### src/sv/nalep_pkg.sv
// ----------------------------------------------------------------------------
// NAL emulation prevention strip: shared types and constants
// Status codes, unit state and result records used by the parser, the
// output stage and the top level.
// ----------------------------------------------------------------------------
package nalep_pkg;

    // Width of the payload length, the byte count and the capacity register.
    localparam int LenW = 17;

    // Reset value of the capacity register.
    localparam logic [LenW-1:0] CapReset = 17'd65536;

    // Default largest payload of one unit.
    localparam int MaxPayloadDefault = 65536;

    // Largest value that the byte count can hold.
    localparam int CountMax = (1 << LenW) - 1;

    // Result status codes.
    localparam logic [1:0] StOk         = 2'd0;
    localparam logic [1:0] StForbidden  = 2'd1;
    localparam logic [1:0] StBadEscape  = 2'd2;
    localparam logic [1:0] StOverflow   = 2'd3;

    // Byte values with a meaning in the stream.
    localparam logic [7:0] ByteZero     = 8'h00;
    localparam logic [7:0] ByteEscape   = 8'h03;

    // Header bytes at the start of every unit.
    localparam logic [1:0] HeaderBytes  = 2'd2;

    // Longest zero run that is tracked; longer runs saturate here.
    localparam logic [1:0] ZeroRunSat   = 2'd3;

    // Per-unit parser state.
    typedef struct packed {
        logic [1:0]      header_seen;
        logic [1:0]      zero_run;
        logic            escape_pending;
        logic [LenW-1:0] emitted_count;
        logic            drain_after_error;
    } t_state;

    // One result beat.
    typedef struct packed {
        logic [7:0]      out_byte;
        logic            out_valid;
        logic            out_end;
        logic [1:0]      out_status;
        logic [LenW-1:0] out_length;
    } t_result;

endpackage

### src/sv/nalep_parse.sv
// ----------------------------------------------------------------------------
// NAL emulation prevention strip: byte parser
// Works out, from the unit state and one input byte, the next state and
// whether a result beat is produced and what it carries.
// ----------------------------------------------------------------------------
module nalep_parse (
    input  nalep_pkg::t_state              i_state,
    input  logic [7:0]                     i_byte,
    input  logic                           i_last,
    input  logic [nalep_pkg::LenW-1:0]     i_limit,
    output nalep_pkg::t_state              o_state,
    output logic                           o_has_result,
    output nalep_pkg::t_result             o_result
);
    import nalep_pkg::*;

    logic            do_emit;
    logic            do_fail;
    logic [1:0]      fail_status;
    logic            do_end_ok;
    t_state          st;
    logic [LenW-1:0] count_inc;

    assign count_inc = i_state.emitted_count + 1'b1;

    // Classify the byte: emit, fail, silent drop or short end.
    always_comb begin
        st          = i_state;
        do_emit     = 1'b0;
        do_fail     = 1'b0;
        fail_status = StOk;
        do_end_ok   = 1'b0;

        if (i_state.drain_after_error) begin
            // Rest of a failed unit is ignored.
        end else if (i_state.header_seen < HeaderBytes) begin
            st.header_seen = i_state.header_seen + 1'b1;
            do_end_ok      = i_last;
        end else if (i_state.escape_pending) begin
            st.escape_pending = 1'b0;
            if (i_byte > ByteEscape) begin
                do_fail     = 1'b1;
                fail_status = StBadEscape;
            end else begin
                st.zero_run = (i_byte == ByteZero) ? 2'd1 : 2'd0;
                do_emit     = 1'b1;
            end
        end else if (i_byte == ByteZero) begin
            if (i_state.zero_run < ZeroRunSat) begin
                st.zero_run = i_state.zero_run + 1'b1;
            end
            do_emit = 1'b1;
        end else if (i_state.zero_run == ZeroRunSat) begin
            do_fail     = 1'b1;
            fail_status = StForbidden;
        end else if (i_state.zero_run == 2'd2 && i_byte < ByteEscape) begin
            do_fail     = 1'b1;
            fail_status = StForbidden;
        end else if (i_state.zero_run == 2'd2 && i_byte == ByteEscape) begin
            // Emulation prevention byte: removed.
            st.zero_run       = 2'd0;
            st.escape_pending = !i_last;
            do_end_ok         = i_last;
        end else begin
            st.zero_run = 2'd0;
            do_emit     = 1'b1;
        end

        // An emitted byte beyond the limit turns into an overflow.
        if (do_emit && i_state.emitted_count >= i_limit) begin
            do_emit     = 1'b0;
            do_fail     = 1'b1;
            fail_status = StOverflow;
        end
        if (do_emit) begin
            st.emitted_count = count_inc;
        end
        if (do_fail && !i_last) begin
            st.drain_after_error = 1'b1;
        end
    end

    // Result beat and end-of-unit clearing.
    always_comb begin
        o_has_result        = do_emit || do_fail || do_end_ok;
        o_result.out_byte   = do_emit ? i_byte : 8'h00;
        o_result.out_valid  = do_emit;
        o_result.out_end    = do_fail || do_end_ok || (do_emit && i_last);
        o_result.out_status = do_fail ? fail_status : StOk;
        o_result.out_length = st.emitted_count;
        if (i_last) begin
            o_state = '0;
        end else begin
            o_state = st;
        end
    end

endmodule

### src/sv/nalep_out_reg.sv
// ----------------------------------------------------------------------------
// NAL emulation prevention strip: result register
// One-entry output register; it takes a new result in the same cycle as
// the held one leaves.
// ----------------------------------------------------------------------------
module nalep_out_reg (
    input  logic                i_clk,
    input  logic                i_rst_n,
    input  logic                i_load,
    input  nalep_pkg::t_result  i_result,
    input  logic                i_take,
    output logic                o_free,
    output logic                o_valid,
    output nalep_pkg::t_result  o_result
);
    import nalep_pkg::*;

    logic    r_valid;
    logic    n_valid;
    t_result r_result;

    // Free when empty or when the held beat is taken this cycle.
    assign o_free = !r_valid || i_take;

    always_comb begin
        n_valid = r_valid;
        if (o_free) begin
            n_valid = i_load;
        end
    end

    // Occupancy flag.
    always_ff @(posedge i_clk) begin
        if (!i_rst_n) begin
            r_valid <= 1'b0;
        end else begin
            r_valid <= n_valid;
        end
    end

    // Payload.
    always_ff @(posedge i_clk) begin
        if (o_free && i_load) begin
            r_result <= i_result;
        end
    end

    assign o_valid  = r_valid;
    assign o_result = r_result;

endmodule

### src/sv/nal_emulation_prevention_strip.sv
// ----------------------------------------------------------------------------
// NAL emulation prevention strip
// Removes the header and the emulation prevention bytes from a NAL unit.
// ----------------------------------------------------------------------------
// Takes one byte of a NAL unit per beat, marked last on its final byte, and
// gives one result beat per payload byte plus an end beat carrying status
// and payload length (the final payload byte carries the end itself). A
// byte is taken every cycle while the result side keeps up; its result sits
// in the output register in the cycle after the input beat, and the parse of a
// byte is one pass of logic on the unit state, so the rate is one beat per
// cycle. After an error the remaining bytes of the unit give no beats.
module nal_emulation_prevention_strip #(
    parameter int MAX_PAYLOAD = nalep_pkg::MaxPayloadDefault
) (
    input  logic                         i_clk,
    input  logic                         i_rst_n,
    // Capacity register write.
    input  logic                         i_cfg_wr_en,
    input  logic [nalep_pkg::LenW-1:0]   i_cfg_wr_data,
    // Input bytes.
    input  logic                         s_axis_tvalid,
    output logic                         s_axis_tready,
    input  logic [7:0]                   s_axis_tdata,   // [7:0] in_byte
    input  logic                         s_axis_tlast,   // in_last
    // Result beats.
    output logic                         m_axis_tvalid,
    input  logic                         m_axis_tready,
    // [7:0] out_byte, [9:8] out_status, [26:10] out_length, [31:27] zero
    output logic [31:0]                  m_axis_tdata,
    output logic                         m_axis_tuser,   // out_valid
    output logic                         m_axis_tlast    // out_end
);
    import nalep_pkg::*;

    // Payload limit fixed at elaboration, clipped to what the count can hold.
    localparam int LimClip = (MAX_PAYLOAD > CountMax) ? CountMax : MAX_PAYLOAD;
    localparam logic [LenW-1:0] MaxLimit = LenW'(LimClip);

    logic [LenW-1:0] r_capacity;
    logic [LenW-1:0] limit;
    t_state          r_state;
    t_state          n_state;
    logic            has_result;
    t_result         result;
    t_result         out_result;
    logic            out_free;
    logic            in_beat;

    assign s_axis_tready = out_free;
    assign in_beat       = s_axis_tvalid && out_free;
    assign limit         = (r_capacity > MaxLimit) ? MaxLimit : r_capacity;

    // Capacity register.
    always_ff @(posedge i_clk) begin
        if (!i_rst_n) begin
            r_capacity <= CapReset;
        end else if (i_cfg_wr_en) begin
            r_capacity <= i_cfg_wr_data;
        end
    end

    // Unit state advances on every accepted byte.
    always_ff @(posedge i_clk) begin
        if (!i_rst_n) begin
            r_state <= '0;
        end else if (in_beat) begin
            r_state <= n_state;
        end
    end

    nalep_parse u_parse (
        .i_state      (r_state),
        .i_byte       (s_axis_tdata),
        .i_last       (s_axis_tlast),
        .i_limit      (limit),
        .o_state      (n_state),
        .o_has_result (has_result),
        .o_result     (result)
    );

    nalep_out_reg u_out_reg (
        .i_clk    (i_clk),
        .i_rst_n  (i_rst_n),
        .i_load   (in_beat && has_result),
        .i_result (result),
        .i_take   (m_axis_tready),
        .o_free   (out_free),
        .o_valid  (m_axis_tvalid),
        .o_result (out_result)
    );

    // Pack the result beat.
    assign m_axis_tdata = {5'd0, out_result.out_length, out_result.out_status,
                           out_result.out_byte};
    assign m_axis_tuser = out_result.out_valid;
    assign m_axis_tlast = out_result.out_end;

endmodule

### config.mk
export PLATFORM = sky130hd
export DESIGN_NAME = nal_emulation_prevention_strip
export DESIGN_NICKNAME = d
export VERILOG_FILES = /design/src/sv/nalep_pkg.sv /design/src/sv/nalep_parse.sv /design/src/sv/nalep_out_reg.sv /design/src/sv/nal_emulation_prevention_strip.sv
export SDC_FILE = /design/constraint.sdc
export NUM_CORES = 1
export LEC_CHECK = 0
export ABC_CLOCK_PERIOD_IN_PS = 3900
export BUFFER_PORTS_ARGS = -buffer_cell sky130_fd_sc_hd__buf_2
export CORE_ASPECT_RATIO = 0.75
export CORE_UTILIZATION = 30
export CTS_BUF_LIST = sky130_fd_sc_hd__clkbuf_8
export CTS_CLUSTER_SIZE = 10
export DETAILED_ROUTE_END_ITERATION = 8
export HOLD_SLACK_MARGIN = 0.1
export MAX_ROUTING_LAYER = met4
export SLEW_MARGIN = 10
export SYNTH_ARGS = -nofsm -noshare
export SYNTH_HDL_FRONTEND = slang
export SYNTH_SLANG_ARGS = --single-unit
### constraint.sdc
create_clock -name i_clk -period 3.9 [get_ports i_clk]
set_input_delay 0.195 -clock i_clk [delete_from_list [all_inputs] [get_ports i_clk]]
set_output_delay 0.195 -clock i_clk [all_outputs]
set_load 0.02 [all_outputs]
# Word level (Yosys, flattened, before mapping)

Cells that the tools add are included.

Add/sub/neg operators: 3
$lt $le $gt $ge: 6
Equal/unequal tests: 9
Multiplexer cells: 48
Reductions and logical operators: 22

Operators by type and width:

| operator                | count |
|---|---|
| $mux W17                | 2 |
| $mux W1                 | 29 |
| $mux W23                | 1 |
| $mux W2                 | 11 |
| $add A17 B1 Y17 const B | 1 |
| $ge A17 B17 Y1          | 1 |
| $gt A17 B17 Y1 const B  | 1 |
| $mux W3                 | 4 |
| $eq A8 B2 Y1 const B    | 1 |
| $gt A8 B2 Y1 const B    | 1 |
| $logic_and A1 B1 Y1     | 8 |
| $logic_not A8 Y1        | 1 |
| $lt A8 B2 Y1 const B    | 1 |
| $ne A4 B3 Y1 const B    | 2 |
| $reduce_and A7 Y1       | 1 |
| $reduce_and A3 Y1       | 2 |
| $logic_or A1 B1 Y1      | 5 |
| $mux W5                 | 1 |
| $add A2 B1 Y2 const B   | 2 |
| $eq A2 B2 Y1 const B    | 2 |
| $lt A2 B2 Y1 const B    | 2 |
| $ne A2 B2 Y1 const B    | 2 |
| $ne A4 B4 Y1 const B    | 1 |
| $reduce_bool A2 Y1      | 2 |
| other kinds (3)         | 4 |

Register bits: 70

# Longest topological paths before layout

Depth after elaboration: 15
Gate-level depth with buffers: 13
Depth with buffers taken out: 10

# Modules after synthesis

From an unflattened synthesis, not the netlist that was laid out.

Cell total of the unflattened synthesis: 459
Area, all modules: 4231.6 um^2

Modules (own cells, without submodules):

| module                         | times used | cells an instance | area each (um^2) | sequential area each (um^2) |
|---|---|---|---|---|
| nal_emulation_prevention_strip | 1          | 186               | 1732.9           | 800.8 |
| nalep_parse                    | 1          | 239               | 1570.3           | 0.0 |
| nalep_out_reg                  | 1          | 34                | 928.4            | 890.9 |

# Least setup slack after synthesis

No wires, ideal clock.

Kind: register to register
From: reg r_state[19] in the netlist's numbering
To: reg u_out_reg.r_result, in the netlist u_out_reg.o_result[0], enable pin
Setup time: 0.415 ns
Arrival: 2.797 ns
Setup slack: 0.688 ns
Stages on the path, launching flop included: 8
Buffers on the path: 1
Clock period less this slack: 3.212 ns
Cell sequence: dfxtp_1 -> inv_1 -> ha_1 -> a311oi_1 -> o21a_2 -> clkbuf_1 -> nor2_1 -> nor2_1

Word-level cells in the longest chain between the ends: 15

RTL lines:

| element                | RTL line                             | source |
|---|---|---|
| start, declared        | nal_emulation_prevention_strip.sv:41 | `t_state r_state;` |
| start signal, assigned | nal_emulation_prevention_strip.sv:67 | `r_state <= n_state;` |
| $eq A2 B2 Y1           | nalep_parse.sv:56, nalep_parse.sv:59 |  |
| $logic_and A1 B1 Y1    | nalep_parse.sv:59                    | `end else if (i_state.zero_run == 2'd2 && i_byte == ByteEscape) begin` |
| $mux W1                | nalep_parse.sv:59                    |  |
| $mux W1                | nalep_parse.sv:56                    | `end else if (i_state.zero_run == 2'd2 && i_byte < ByteEscape) begin` |
| $mux W1                | nalep_parse.sv:53                    | `end else if (i_state.zero_run == ZeroRunSat) begin` |
| $mux W1                | nalep_parse.sv:48                    | `end else if (i_byte == ByteZero) begin` |
| $mux W1                | nalep_parse.sv:39                    | `end else if (i_state.escape_pending) begin` |
| $mux W1                | nalep_parse.sv:36                    | `end else if (i_state.header_seen < HeaderBytes) begin` |
| $mux W1                | nalep_parse.sv:34                    | `if (i_state.drain_after_error) begin` |
| $logic_and A1 B1 Y1    | nalep_parse.sv:70                    | `if (do_emit && i_state.emitted_count >= i_limit) begin` |
| $mux W1                | nalep_parse.sv:70                    |  |
| $logic_or A1 B1 Y1     | nalep_parse.sv:85                    | `o_has_result = do_emit \|\| do_fail \|\| do_end_ok;` |
| $logic_or A1 B1 Y1 *   | nalep_parse.sv:85                    |  |
| $logic_and A1 B1 Y1 *  | nal_emulation_prevention_strip.sv:84 | `.i_load (in_beat && has_result),` |
| $logic_and A1 B1 Y1 *  | nalep_out_reg.sv:43                  | `if (o_free && i_load) begin` |
| end signal, assigned   | nalep_out_reg.sv:44                  | `r_result <= i_result;` |
| end, declared          | nalep_out_reg.sv:20                  | `t_result r_result;` |

Mark *: on every way between the ends. The rest lies on a longest branch, timed or not.
A chain may end at the register's enable or synchronous reset.

==> results.ini <==
[worst_setup_path]
crit_arrival_ps=3740
r2r-end=u_out_reg.o_result[4]
r2r-start=r_capacity[12]
cp_max_fo=10
startpoint=r_capacity[12]
startpoint_type=flop
crit_required_ps=3980
crit_path_end_kind=flop
r2r_slack_ps=240
r2r_cells=10
path_class=flop to flop
worstSetupEndpoint=u_out_reg.o_result[4]

[clock_tree]
cts_setup_buffers=0
cts_resized=0
cts_buffer_depth=2
clk_latency_ps=350
h-tree-depth=3
cts_root_buf=clkbuf_8
cts_sinks=70
numCtsBuffers=9
clk_pin_slew_worst_paths_ps=80
cts_tree=done

[final_layout]
syn_to_final_growth_pct=20.6
drive_above_1_share_pct=17.4
fin_area_um2=4660
n_antenna_cell=0
layout.nets=539

[timing]
fin_skew_ps=11.0
period_needed_ps=3660
drv_slew=0
hold_ws_ps=135
finalCritPeriodShare_pct=93.9
tns_ps=0
hold_viol_final=0
final-setup-viol-count=0
worst_slew_pin_slew_ps=886
clock.fmax_mhz=273
rsz0062_at_grt=false
setup_slack_ps=240
maxSlewHeadroom_pct=40.9

[yosys]
yosysUniqueCellTypes=54
syn-cell-area_um2=3870
synth-edff-count=29
synth_cells=419
synth_area_leader_cell=edfxtp_1
syn_area_per_cell_um2=9.23
synth_area_leaders=edfxtp_1, dfxtp_1, ha_1
synth_top_area_share_pct=22.5
ys_seq_elements=70
synthArstFlopShare_pct=0
synth_flop_cell=dfxtp_1
yosysWarningCount=0
yosysSeqAreaShare_pct=43.8

[drt]
num_vias=3411
drc=0
wl_per_cell_um=15.3
ant_nets=0
drt_pass1_iterations=6
drtIter0Drc=279
viasPerCell=5.18
wl_um=10100

[global_routing]
grt-ovfl-total=0
antenna_found_initial=0
grt_max_degree=32
grt_usage_pct=15.9
grt_pass1_wl_um=16200
grt_pass1_vias=3250

[die]
coreArea_um2=12400
die_w_um=133
dieArea_um2=13400
die_y_um=100
io_pins=67
std_cell_rows=35
start_util_pct=31.1

[place]
routabilityCongestion=0.796
place_ws_ps=367
port_buffers=61
dpl.hpwl_um=6940
placed_cell_area_um2=4300

[power]
p_leak_nw=1.94
power.density_nw_per_um2=336
vdd_drop_max_mv=0.145

[min_path]
min_path_type=input port to flop

[outcome]
status=complete, no violations

[flow_run]
max_cap_violations=0

==> stage by stage <==
step	power [W]	util, %	instances
floorplan	0.000933	-	423
global placement	0.000989	34.6	626
detailed placement	0.000994	34.6	626
CTS	0.00158	37.4	658
global route	0.00163	37.5	659
finish	0.00157	37.5	659
==> cell type report <==
cell class,count,area (µm²)
fillers,1268,7770
repair buffers,83,513
inverters,9,33.8
clock inverters,7,63.8
clock buffers,9,124
multi-input cells,315,2030
flip-flops and latches,70,1690
well taps,166,208
==> routing by layer <==
metal | track usage (%) | part of all wire (%) | vias to the layer above
met5 | - | 0 | -
met4 | 4.24 | 1.2 | 0
met3 | 4.04 | 6.4 | 13
met2 | 24.2 | 44 | 119
met1 | 21.1 | 48 | 1615
li1 | - | - | 1664
==> sequential cells by signal, summed over array words and instances (netlist names) <==
signal / count
r_capacity: 17
r_state: 23
u_out_reg.o_result: 29
u_out_reg.o_valid: 1
==> layout by cell type, fill, tap and decap left out, types with 17 or more instances in the layout <==
master / n
mux2i_1: 21
dlygate4sd3_1: 17
dfxtp_1: 41
nand2_1: 53
buf_2: 61
edfxtp_1: 29
and3_1: 19
ha_1: 20
nor2_1: 41
nand3_1: 23
==> critical path, stage by stage (launching register included) <==
cell,delay (ps)
dfxtp_1,330
nor4_1,390
a41o_1,420
nand2_1,100
ha_1,310
nand4_1,160
or4_1,560
o211ai_1,570
buf_4,290
nor3_1,80
xor2_1,170
==> kinds of logic (layout without fill, tap and decap cells) <==
kind of cell               after synthesis  in the layout  share of synthesized area [%]
and+or+nand+nor                        179            179                           22.8
buffers and inverters                   38            108                           4.24
DFF                                     70             70                           43.8
AOI/OAI and AO/OA                       72             72                           13.0
other                                    1              5                         0.0970
adders and majority gates               20             20                           6.47
xor gates and xnor gates                17             17                           3.85
muxes                                   22             22                           5.73
==> cell usage after synthesis (3+ instances only) <==
library cell  instances
edfxtp_1             29
and3_1               19
nand2_1              53
nand3_1              23
nor2_1               42
o211ai_1              8
buf_1                 3
dfxtp_1              41
nor3_1                6
a21o_1                4
xor2_1                7
o21a_1                4
buf_4                 5
xnor2_1              10
o311ai_0              4
nand4_1              11
a21oi_1              14
a31oi_1              12
nor4_1                7
inv_1                 8
o21ai_0               7
a311o_1               3
clkbuf_1             19
mux2i_1              21
or4_1                 4
ha_1                 20
==> worst min path at each step <==
stage / startpoint / end / slack [ps] / cells past startpoint
2_1_floorplan: i_cfg_wr_data[16] / r_capacity[16] / 320 / 2
3_3_place_gp: i_cfg_wr_data[16] / r_capacity[16] / 420 / 3
3_5_place_dp: i_cfg_wr_data[4] / r_capacity[4] / 440 / 3
4_1_cts: i_cfg_wr_data[13] / r_capacity[13] / 100 / 3
5_1_grt: s_axis_tvalid / u_out_reg.o_valid / 150 / 3
6_report: s_axis_tvalid / u_out_reg.o_valid / 140 / 3
==> repair_timing <==
| item | in CTS | in global routing |
|---|---|---|
| hold endpoints to repair | 16 | 1 |
| hold buffers | 16 | 1 |
| setup endpoints to repair | 0 | 0 |
==> where the power goes <==
part	leakage, nW	switching, W	total (W)	internal [W]
registers	0.618	0.0000130	0.000799	0.000786
logic	1.23	0.000123	0.000191	0.0000678
clock network	0.0961	0.000285	0.000576	0.000291
(Power assumes the default switching activity.)
